`config.mk`:
```
export PLATFORM = sky130hd
export DESIGN_NAME = text_to_oled_byte_stream_top
export DESIGN_NICKNAME = d
export VERILOG_FILES = /design/src/hw/rtl/t2o_pkg.sv /design/src/hw/rtl/t2o_glyph_rom.sv /design/src/hw/rtl/t2o_seq.sv /design/src/hw/rtl/text_to_oled_byte_stream_top.sv
export SDC_FILE = /design/constraint.sdc
export NUM_CORES = 1
export LEC_CHECK = 0
export ABC_CLOCK_PERIOD_IN_PS = 4300
export BUFFER_PORTS_ARGS = -buffer_cell sky130_fd_sc_hd__buf_2
export CELL_PAD_IN_SITES_DETAIL_PLACEMENT = 0
export CELL_PAD_IN_SITES_GLOBAL_PLACEMENT = 1
export CORE_MARGIN = 4
export CORE_UTILIZATION = 47
export CTS_CLUSTER_SIZE = 8
export DETAILED_ROUTE_END_ITERATION = 10
export PLACE_DENSITY = 0.8
export SETUP_SLACK_MARGIN = 0.02
export SKIP_CTS_REPAIR_TIMING = 1
export SYNTH_ARGS = -nofsm -noshare
export SYNTH_HDL_FRONTEND = slang
export SYNTH_SLANG_ARGS = --single-unit
```
`constraint.sdc`:
```
create_clock -name clk -period 4.3 [get_ports clk]
set_input_delay 0.43 -clock clk [delete_from_list [all_inputs] [get_ports clk]]
set_output_delay 0.43 -clock clk [all_outputs]
set_load 0.01 [all_outputs]
```
`src/hw/rtl/t2o_pkg.sv`:
```
// Shared types, constants and the 6x8 font for the text to OLED byte stream block.
`timescale 1ns / 1ps

package t2o_pkg;

  typedef struct packed {
    logic       mode;
    logic [7:0] char_code;
    logic [7:0] set_x;
    logic [7:0] set_y;
  } in_t;

  typedef struct packed {
    logic [7:0] out_byte;
    logic       is_data;
    logic       last;
  } out_t;

  // One byte request from the sequencer to the output stage.
  typedef struct packed {
    logic [7:0] cmd;
    logic       is_data;
    logic       last;
    logic [4:0] glyph;
    logic [2:0] gcol;
  } seq_req_t;

  localparam logic       ModeLoad   = 1'b0;
  localparam logic       ModeRender = 1'b1;

  localparam logic [7:0] CmdPage    = 8'hB0;
  localparam logic [3:0] CmdColHi   = 4'h1;
  localparam logic [7:0] GlyphW     = 8'd6;
  localparam logic [7:0] DrawWrap   = 8'd122;  // 128 - glyph width
  localparam logic [7:0] LineWrap   = 8'd120;
  localparam logic [7:0] PageStep   = 8'd2;

  // Byte positions within one character's word sequence.
  localparam logic [3:0] BytePage   = 4'd0;
  localparam logic [3:0] ByteColHi  = 4'd1;
  localparam logic [3:0] ByteColLo  = 4'd2;
  localparam logic [3:0] ByteData0  = 4'd3;
  localparam logic [3:0] ByteLast   = 4'd8;

  function automatic logic [4:0] glyph_index(input logic [7:0] ch);
    logic [4:0] g;
    begin
      g = 5'd0;
      if (ch >= 8'h30 && ch <= 8'h39) g = 5'(ch - 8'h30) + 5'd1;
      else begin
        case (ch)
          8'h3A:   g = 5'd11;  // ':'
          8'h2E:   g = 5'd12;  // '.'
          8'h43:   g = 5'd13;  // 'C'
          8'h54:   g = 5'd14;  // 'T'
          8'h65:   g = 5'd15;  // 'e'
          8'h6D:   g = 5'd16;  // 'm'
          8'h70:   g = 5'd17;  // 'p'
          default: g = 5'd0;
        endcase
      end
      return g;
    end
  endfunction

  function automatic logic [47:0] font_row(input logic [4:0] g);
    logic [47:0] r;
    begin
      case (g)
        5'd1:    r = 48'h3E_51_49_45_3E_00;
        5'd2:    r = 48'h00_42_7F_40_00_00;
        5'd3:    r = 48'h42_61_51_49_46_00;
        5'd4:    r = 48'h21_41_45_4B_31_00;
        5'd5:    r = 48'h18_14_12_7F_10_00;
        5'd6:    r = 48'h27_45_45_45_39_00;
        5'd7:    r = 48'h3C_4A_49_49_30_00;
        5'd8:    r = 48'h01_71_09_05_03_00;
        5'd9:    r = 48'h36_49_49_49_36_00;
        5'd10:   r = 48'h06_49_49_29_1E_00;
        5'd11:   r = 48'h00_36_36_00_00_00;
        5'd12:   r = 48'h00_00_60_60_00_00;
        5'd13:   r = 48'h3E_41_41_41_22_00;
        5'd14:   r = 48'h01_01_7F_01_01_00;
        5'd15:   r = 48'h38_54_54_54_18_00;
        5'd16:   r = 48'h7C_08_04_04_78_00;
        5'd17:   r = 48'h7C_14_14_14_08_00;
        default: r = 48'h0;
      endcase
      return r;
    end
  endfunction

  function automatic logic [7:0] font_byte(input logic [4:0] g, input logic [2:0] c);
    logic [47:0] r;
    logic [7:0]  b;
    begin
      r = font_row(g);
      case (c)
        3'd0:    b = r[47:40];
        3'd1:    b = r[39:32];
        3'd2:    b = r[31:24];
        3'd3:    b = r[23:16];
        3'd4:    b = r[15:8];
        3'd5:    b = r[7:0];
        default: b = 8'h00;
      endcase
      return b;
    end
  endfunction

endpackage

```
`src/hw/rtl/t2o_glyph_rom.sv`:
```
// Font ROM with a registered read port, one glyph column per read.
`timescale 1ns / 1ps

module t2o_glyph_rom import t2o_pkg::*; (
  input  logic       clk,
  input  logic       en,
  input  logic [4:0] glyph,
  input  logic [2:0] gcol,
  output logic [7:0] q
);

  always_ff @(posedge clk) begin
    if (en) begin
      q <= font_byte(glyph, gcol);
    end
  end

endmodule

```
`src/hw/rtl/t2o_seq.sv`:
```
// Cursor state and per-character byte sequencer.
`timescale 1ns / 1ps

module t2o_seq import t2o_pkg::*; (
  input  logic     clk,
  input  logic     rst,
  input  logic     in_valid,
  input  in_t      in_data,
  output logic     in_stall,
  input  logic     advance,
  output logic     emit,
  output seq_req_t req
);

  logic [7:0] cur_col;
  logic [7:0] cur_page;
  logic       busy;
  logic [3:0] cnt;
  logic [4:0] glyph;
  logic [7:0] dcol;
  logic [7:0] dpage;

  logic       fire;
  logic       done;
  logic       accept;
  logic       wrap;
  logic [7:0] step_col;
  logic [7:0] dcol_next;
  logic [7:0] dpage_next;

  assign fire     = busy && advance;
  assign done     = fire && (cnt == ByteLast);
  assign in_stall = busy && !done;
  assign accept   = in_valid && !in_stall;
  assign emit     = busy;

  // Draw position and the advanced cursor for a render word.
  assign wrap       = cur_col > DrawWrap;
  assign dcol_next  = wrap ? 8'd0 : cur_col;
  assign dpage_next = cur_page + {7'd0, wrap};
  assign step_col   = cur_col + GlyphW;

  always_ff @(posedge clk) begin
    if (rst) begin
      busy     <= 1'b0;
      cnt      <= 4'd0;
      cur_col  <= 8'd0;
      cur_page <= 8'd0;
    end else if (accept) begin
      if (in_data.mode == ModeLoad) begin
        // A load only gets in while idle or on the last word, so drop busy.
        busy     <= 1'b0;
        cur_col  <= in_data.set_x;
        cur_page <= in_data.set_y;
      end else begin
        busy <= 1'b1;
        cnt  <= BytePage;
        if (step_col > LineWrap) begin
          cur_col  <= 8'd0;
          cur_page <= cur_page + PageStep;
        end else begin
          cur_col <= step_col;
        end
      end
    end else if (done) begin
      busy <= 1'b0;
    end else if (fire) begin
      cnt <= cnt + 4'd1;
    end
  end

  always_ff @(posedge clk) begin
    if (accept && in_data.mode == ModeRender) begin
      glyph <= glyph_index(in_data.char_code);
      dcol  <= dcol_next;
      dpage <= dpage_next;
    end
  end

  always_comb begin
    req.glyph   = glyph;
    req.gcol    = 3'(cnt - ByteData0);
    req.is_data = 1'b1;
    req.last    = (cnt == ByteLast);
    req.cmd     = 8'h00;
    case (cnt)
      BytePage: begin
        req.cmd     = CmdPage + dpage;
        req.is_data = 1'b0;
      end
      ByteColHi: begin
        req.cmd     = {CmdColHi, dcol[7:4]};
        req.is_data = 1'b0;
      end
      ByteColLo: begin
        req.cmd     = {4'h0, dcol[3:0]};
        req.is_data = 1'b0;
      end
      default: begin
        req.cmd = 8'h00;
      end
    endcase
  end

`ifndef NO_ASSERTIONS
  a_cnt_range: assert property (@(posedge clk) disable iff (rst)
    busy |-> cnt <= ByteLast)
    else $error("byte counter beyond last word");
  a_idle_ready: assert property (@(posedge clk) disable iff (rst)
    !busy |-> !in_stall)
    else $error("stall raised while idle");
  a_render_start: assert property (@(posedge clk) disable iff (rst)
    (accept && in_data.mode == ModeRender) |=> (busy && cnt == BytePage))
    else $error("render word did not start sequence");
`endif

endmodule

```
`src/hw/rtl/text_to_oled_byte_stream_top.sv`:
```
// Top level: sequencer, font ROM and output register of the text to OLED byte stream.
`timescale 1ns / 1ps

// Usage:
//   Input channel (in_valid / in_stall / in_data): mode 0 loads the cursor
//   from set_x / set_y and produces nothing; mode 1 renders char_code.
//   Output channel (out_valid / out_stall / out_data): each rendered
//   character yields nine words: page, column high and column low commands
//   (is_data = 0), then six glyph columns (is_data = 1), last set on the ninth.
//   The first word of a character passes through the sequencer state and
//   the output register before it is presented. Words leave by the
//   single-word output port; the next character is accepted on the cycle
//   its predecessor's ninth word is issued, so words flow without gaps. A
//   cursor load is accepted without a stall when the sequencer is free.
//   Reset (rst, synchronous): cursor returns to column 0, page 0 and both
//   channels go idle.
//   out_stall holds the output word and freezes the sequencer and font ROM;
//   in_stall stays high while a character's words are being issued, so it
//   holds through any output stall until the last word goes out.

module text_to_oled_byte_stream_top import t2o_pkg::*; (
  input  logic clk,
  input  logic rst,
  input  logic in_valid,
  output logic in_stall,
  input  in_t  in_data,
  output logic out_valid,
  input  logic out_stall,
  output out_t out_data
);

  logic       advance;
  logic       emit;
  seq_req_t   req;
  logic [7:0] rom_q;
  logic [7:0] cmd;
  logic       is_data;
  logic       last;

  assign advance = !out_valid || !out_stall;

  t2o_seq u_seq (
    .clk      (clk),
    .rst      (rst),
    .in_valid (in_valid),
    .in_data  (in_data),
    .in_stall (in_stall),
    .advance  (advance),
    .emit     (emit),
    .req      (req)
  );

  t2o_glyph_rom u_rom (
    .clk   (clk),
    .en    (advance && emit),
    .glyph (req.glyph),
    .gcol  (req.gcol),
    .q     (rom_q)
  );

  always_ff @(posedge clk) begin
    if (rst) begin
      out_valid <= 1'b0;
    end else if (advance) begin
      out_valid <= emit;
    end
  end

  always_ff @(posedge clk) begin
    if (advance && emit) begin
      cmd     <= req.cmd;
      is_data <= req.is_data;
      last    <= req.last;
    end
  end

  assign out_data.out_byte = is_data ? rom_q : cmd;
  assign out_data.is_data  = is_data;
  assign out_data.last     = last;

endmodule
```
After elaboration in Yosys (flattened, before gate mapping):

Memory sizes are Yosys's and may differ from the RTL's. A register that Yosys moved wholly into a read port is not among the register bits.
Cells that the tools add are included.

* add/subtract/negate cells: 8
* $lt $le $gt $ge: 4
* eq/ne operators: 18
* muxes and demuxes: 18
* reductions and logical operators: 18

Operator list (count)
* 8-bit one-hot mux with 6 select lines: 1
* 8-bit by 7-bit equality test with 1-bit output, second input constant: 5
* 8-bit 2-to-1 mux: 5
* 5-bit one-hot mux with 7 select lines: 1
* 8-bit one-hot mux with 3 select lines: 1
* 8-bit by 6-bit equality test with 1-bit output, second input constant: 2
* 8-bit by 7-bit greater-than comparator with 1-bit output, second input constant: 2
* 4-bit 2-to-1 mux: 4
* 5-bit 2-to-1 mux: 2
* 8-bit by 1-bit adder with 8-bit output: 1
* 8-bit by 2-bit adder with 8-bit output, second input constant: 1
* 8-bit by 3-bit adder with 8-bit output, second input constant: 1
* 8-bit adder, first input constant: 1
* 8-bit by 6-bit >= comparator with 1-bit output, second input constant: 1
* 8-bit by 6-bit less-or-equal comparator with 1-bit output, second input constant: 1
* 3-bit by 2-bit equality test with 1-bit output, second input constant: 2
* 3-bit equality test, second input constant: 2
* 1-bit logical AND: 6
* 5-bit by 1-bit adder with 5-bit output, second input constant: 1
* 5-bit subtractor, second input constant: 1
* 4-bit by 1-bit adder with 4-bit output, second input constant: 1
* 4-bit by 1-bit equality test with 1-bit output, second input constant: 1
* 4-bit by 2-bit equality test with 1-bit output, second input constant: 1
* 4-bit equality test, second input constant: 1
* 13 further kinds: 21

* register bits: 61
* ROM bits: 1120
* logic and storage cells: 79
* memories kept: 1

Memory list
* (no name shown): words 32, width 35, rd ports 1, clocked after memory_dff 1, write ports 0, line t2o_pkg.sv:69 `case (g)`

Depth between registers and ports, before layout:

* depth after elaboration: 10
* depth in mapped cells: 14
* gate-level depth less buffers: 12

Hierarchy:

Synthesis repeated with hierarchy kept, for this count alone.

* cells, all modules: 490
* area total of the unflattened synthesis: 4535.6 um^2

By module, submodules not included
* t2o_seq: instances 1, cells an instance 281, area each 2566.2 um^2
* t2o_glyph_rom: instances 1, cells an instance 183, area each 1483.9 um^2
* text_to_oled_byte_stream_top: instances 1, cells an instance 26, area each 485.5 um^2

Worst setup path after synthesis:

OpenSTA, ideal clock, no wires.

* path kind: register -> register
* from: register u_seq.cnt[0]
* to: register (tool-made name)
* library setup time: 0.070 ns
* data arrival time: 2.978 ns
* required time: 4.230 ns
* slack: 1.251 ns
* cell stages (with the launch flop): 14
* buffers on the path: 2
* cell sequence: dfxtp_1 -> inv_1 -> ha_1 -> nand3b_4 -> o31ai_4 -> buf_6 -> nor2_1 -> a211o_1 -> inv_2 -> ha_1 -> clkbuf_1 -> nor3_1 -> a2111oi_1 -> o2bb2ai_1

RTL lines
* start: declaration: line t2o_seq.sv:18 `logic [3:0] cnt;`
* start signal: assignment: line t2o_seq.sv:57 `cnt <= BytePage;`
* start signal: assignment: line t2o_seq.sv:68 `cnt <= cnt + 4'd1;`

==> implementation parameters <==
Parameter                              Value

Synthesis
  Cells taking the most area after synthesis ... sky130_fd_sc_hd__edfxtp_1, sky130_fd_sc_hd__dfxtp_1, sky130_fd_sc_hd__ha_1, sky130_fd_sc_hd__nand2_1, sky130_fd_sc_hd__a21oi_1
  Synthesis Warnings ... 0
  Post-synthesis cell type count ... 71
  Most frequent cells after synthesis ... sky130_fd_sc_hd__dfxtp_1, sky130_fd_sc_hd__nand2_1, sky130_fd_sc_hd__nor2_1
  Post-synthesis net count ... 595
  Post-synth top area cell ... sky130_fd_sc_hd__edfxtp_1
  Most used flip-flop cell after synthesis ... sky130_fd_sc_hd__dfxtp_1
  Cells after Synth ... 536
  Number of flops mapped to enable cells by yosys ... 38
  Sequential-to-total area share from yosys stat ... 43.9%
  Top-count cell post-synth ... sky130_fd_sc_hd__dfxtp_1
  FFs w/ async S/R, synth ... 0%
  Post-Synthesis Mean Instance Area ... 9.62 µm²
  Fraction of post-synthesis cell area in the top cell type by area ... 22.1%
  Post-synthesis instance area ... 0.00516 mm²
  Flip-flop and latch count after synthesis ... 94

Layout
  Combined area of the multi-input logic cells ... 0.00264 mm²
  Layout cells sized above 1 ... 15.6%
  Number of nets in the layout ... 619
  Diode insertion count for antenna repair ... 0
  Final Core Density ... 53.5%
  Fill cell count ... 922
  Area taken by flip-flops and latches ... 0.00226 mm²
  Area growth syn-to-layout ... 9.00%
  Post-route cell area ... 0.00562 mm²

Setup path
  Crit-path max FO ... 11
  Worst endpoint data arrival time ... 3.75 ns
  Crit-path most repeated cell ... sky130_fd_sc_hd__ha_1
  R2R setup slack ... 0.81 ns
  Critical path's slowest cell ... sky130_fd_sc_hd__o31ai_4
  Kind of critical path ... flip-flop to flip-flop
  Capturing element type of the critical path ... flip-flop
  Required arrival time at the worst endpoint ... 4.56 ns
  Largest incremental delay on the critical path ... 0.61 ns
  Critical Path Start Type ... flip-flop
  Cell-by-cell trace of the critical path ... inv_1, ha_1, nand3b_4, o31ai_4, mux2i_4, clkinv_1, ha_1, o21ai_0, a21oi_1, or2_1

CTS
  Clock-pin slew of the registers on the worst-case setup and hold paths ... 0.10 ns
  Clock Root Buffer ... sky130_fd_sc_hd__clkbuf_8
  Clk Latency, worst-skew pair ... 0.36 ns
  Clk sinks ... 94
  Total number of H-tree levels ... 3
  Max Root-Sink Buffers ... 2
  TritonCTS clock tree ... done
  Number of CTS-inserted buffers ... 9

Routing
  Vias ... 4043
  Detail-routed via count per cell ... 5.77
  First-pass iteration count of the detailed router ... 6
  Number of DRC markers in iteration 0 ... 419
  Total wire length after detailed routing ... 11.4 mm
  Number of nets still failing antenna checks after routing ... 0
  Final routed DRC violation total ... 0
  Routed len/inst ... 16.2 µm

Power
  Sequential share of power ... 52.7%
  Peak VDD IR ... 205 µV
  Power density over cell area ... 348 mW/mm²
  Cell Int Power ... 1.39 mW
  Proportion of power drawn by combinational gates ... 15.7%
  Switching pwr ... 0.560 mW
  Leak Pwr ... 2.21 nW
  Clk pwr share ... 31.7%
  Switching portion of total power ... 28.7%

Place
  Post-Place Cell Area ... 0.00541 mm²
  # port buffers ... 40
  Half-perimeter wire length of the detailed placement result ... 8.05 mm
  Setup slack at placement ... 0.748 ns
  Global placer's final weighted congestion ... 0.897

Floorplan
  Die outline height ... 113 µm
  Chip Width ... 113 µm
  DIE AREA ... 0.0127 mm²
  Initial core utilization ... 49.1%
  Count of standard-cell rows ... 37
  Area of the core ... 0.0105 mm²
  I/O pin count ... 41

Timing
  Final worst-path cycle share ... 81.2%
  Setup repair after global routing missed its margin ... no
  Final Worst Setup Slack ... 0.809 ns
  Final-report setup violation count ... 0
  Clock Skews ... 0.0132 ns
  Relative slew slack ... 53.9%
  Final sum of negative setup slack ... 0 ns
  Time the worst path needs with I/O delays and setup ... 3.49 ns
  Highest achievable clock rate ... 0.286 GHz
  Number of max-slew violations in the final report ... 0
  Slew at the pin closest to its max-slew limit ... 0.688 ns
  Number of hold violations in the final report ... 0

Global route
  Number of global-route vias before repair ... 3772
  Overall overflow remaining after global route ... 0
  GRT Overall Usage ... 18.0%
  Largest net degree at the start of global routing ... 31
  First-pass GRT wire length ... 18.9 mm
  Antenna violations before repair ... 0

Min path
  Class of the worst hold path ... primary input to flip-flop

Flow run
  Max-cap violations ... 0

Outcome
  Outcome ... finished, final reports clean
[worst paths after layout]
path                    start               end  cells after the start
max              u_seq.cnt[0]         flip-flop                     10
min                in_data[8]  u_seq.cur_col[0]                      3
min reg2reg  u_seq.cur_col[7]  u_seq.cur_col[7]                      2
max reg2reg      u_seq.cnt[0]         flip-flop                     10
[through the flow]
stage / total power [mW] / std cells / hold slack (ns)
final: 1.95 / 701 / 0.290
after global placement: 1.35 / 685 / 0.479
after floorplan: 1.26 / 536 / 0.457
after CTS: 1.96 / 701 / 0.285
after global routing: 2.05 / 701 / 0.312
after detailed placement: 1.35 / 685 / 0.482
[cells by family (layout without fill, tap and decap cells)]
kind of cell / count (synthesis) / count (layout) / share of synthesized area, %
AO/OA/AOI/OAI: 149 / 149 / 20.1
XOR/XNOR: 15 / 15 / 2.55
adder cells (fa/ha/maj): 30 / 30 / 7.28
buffers and inverters: 59 / 88 / 5.10
flip-flops: 94 / 94 / 43.9
multiplexers: 19 / 19 / 4.46
other: 1 / 1 / 0.0727
AND/OR/NAND/NOR: 169 / 169 / 16.5
[layout by cell type, fill, tap and decap left out, types with 10 or more instances in the layout]
| cell type | n |
|---|---|
| sky130_fd_sc_hd__and2_1 | 10 |
| sky130_fd_sc_hd__inv_1 | 24 |
| sky130_fd_sc_hd__edfxtp_1 | 38 |
| sky130_fd_sc_hd__a22oi_1 | 13 |
| sky130_fd_sc_hd__ha_1 | 30 |
| sky130_fd_sc_hd__buf_2 | 40 |
| sky130_fd_sc_hd__nand3_1 | 15 |
| sky130_fd_sc_hd__dfxtp_1 | 56 |
| sky130_fd_sc_hd__nor3_1 | 11 |
| sky130_fd_sc_hd__nand2_1 | 51 |
| sky130_fd_sc_hd__nor2_1 | 42 |
| sky130_fd_sc_hd__a21oi_1 | 38 |
| sky130_fd_sc_hd__xnor2_1 | 10 |
| sky130_fd_sc_hd__o21ai_0 | 27 |
[layer usage]
layer | routed length [µm] | vias up | global-route usage, %
met5 | 0 | - | 0
met4 | 189 | 0 | 6.09
met3 | 797 | 16 | 2.57
met2 | 4810 | 167 | 25.5
met1 | 5560 | 1853 | 27.9
li1 | - | 2007 | -
[area by class of cell]
| cell class | instances | share of cell area, % |
|---|---|---|
| flip-flops and latches | 94 | 40.2 |
| repair buffers | 45 | 4.23 |
| well taps | 136 | 3.03 |
| clock buffers | 9 | 2.20 |
| inverters | 27 | 1.80 |
| multi-input cells | 383 | 46.9 |
| clock inverters | 7 | 1.60 |
[power by group through the flow]
stage / Sequential, mW / Combinational (mW) / Clock [mW]
floorplan: 1.03 / 0.229 / 0
global placement: 1.05 / 0.299 / 0
detailed placement: 1.05 / 0.301 / 0
CTS: 1.03 / 0.304 / 0.629
global route: 1.04 / 0.342 / 0.676
finish: 1.03 / 0.306 / 0.619
[worst max-delay path, delay by kind of cell (launching register included)]
kind	cells	cell delay (ns)
AOI/OAI and AO/OA	3	0.89
and+or+nand+nor	2	0.36
muxes	1	0.49
adders and majority gates	2	0.73
buffers and inverters	2	0.52
DFF	1	0.39
(Power assumes the default switching activity.)
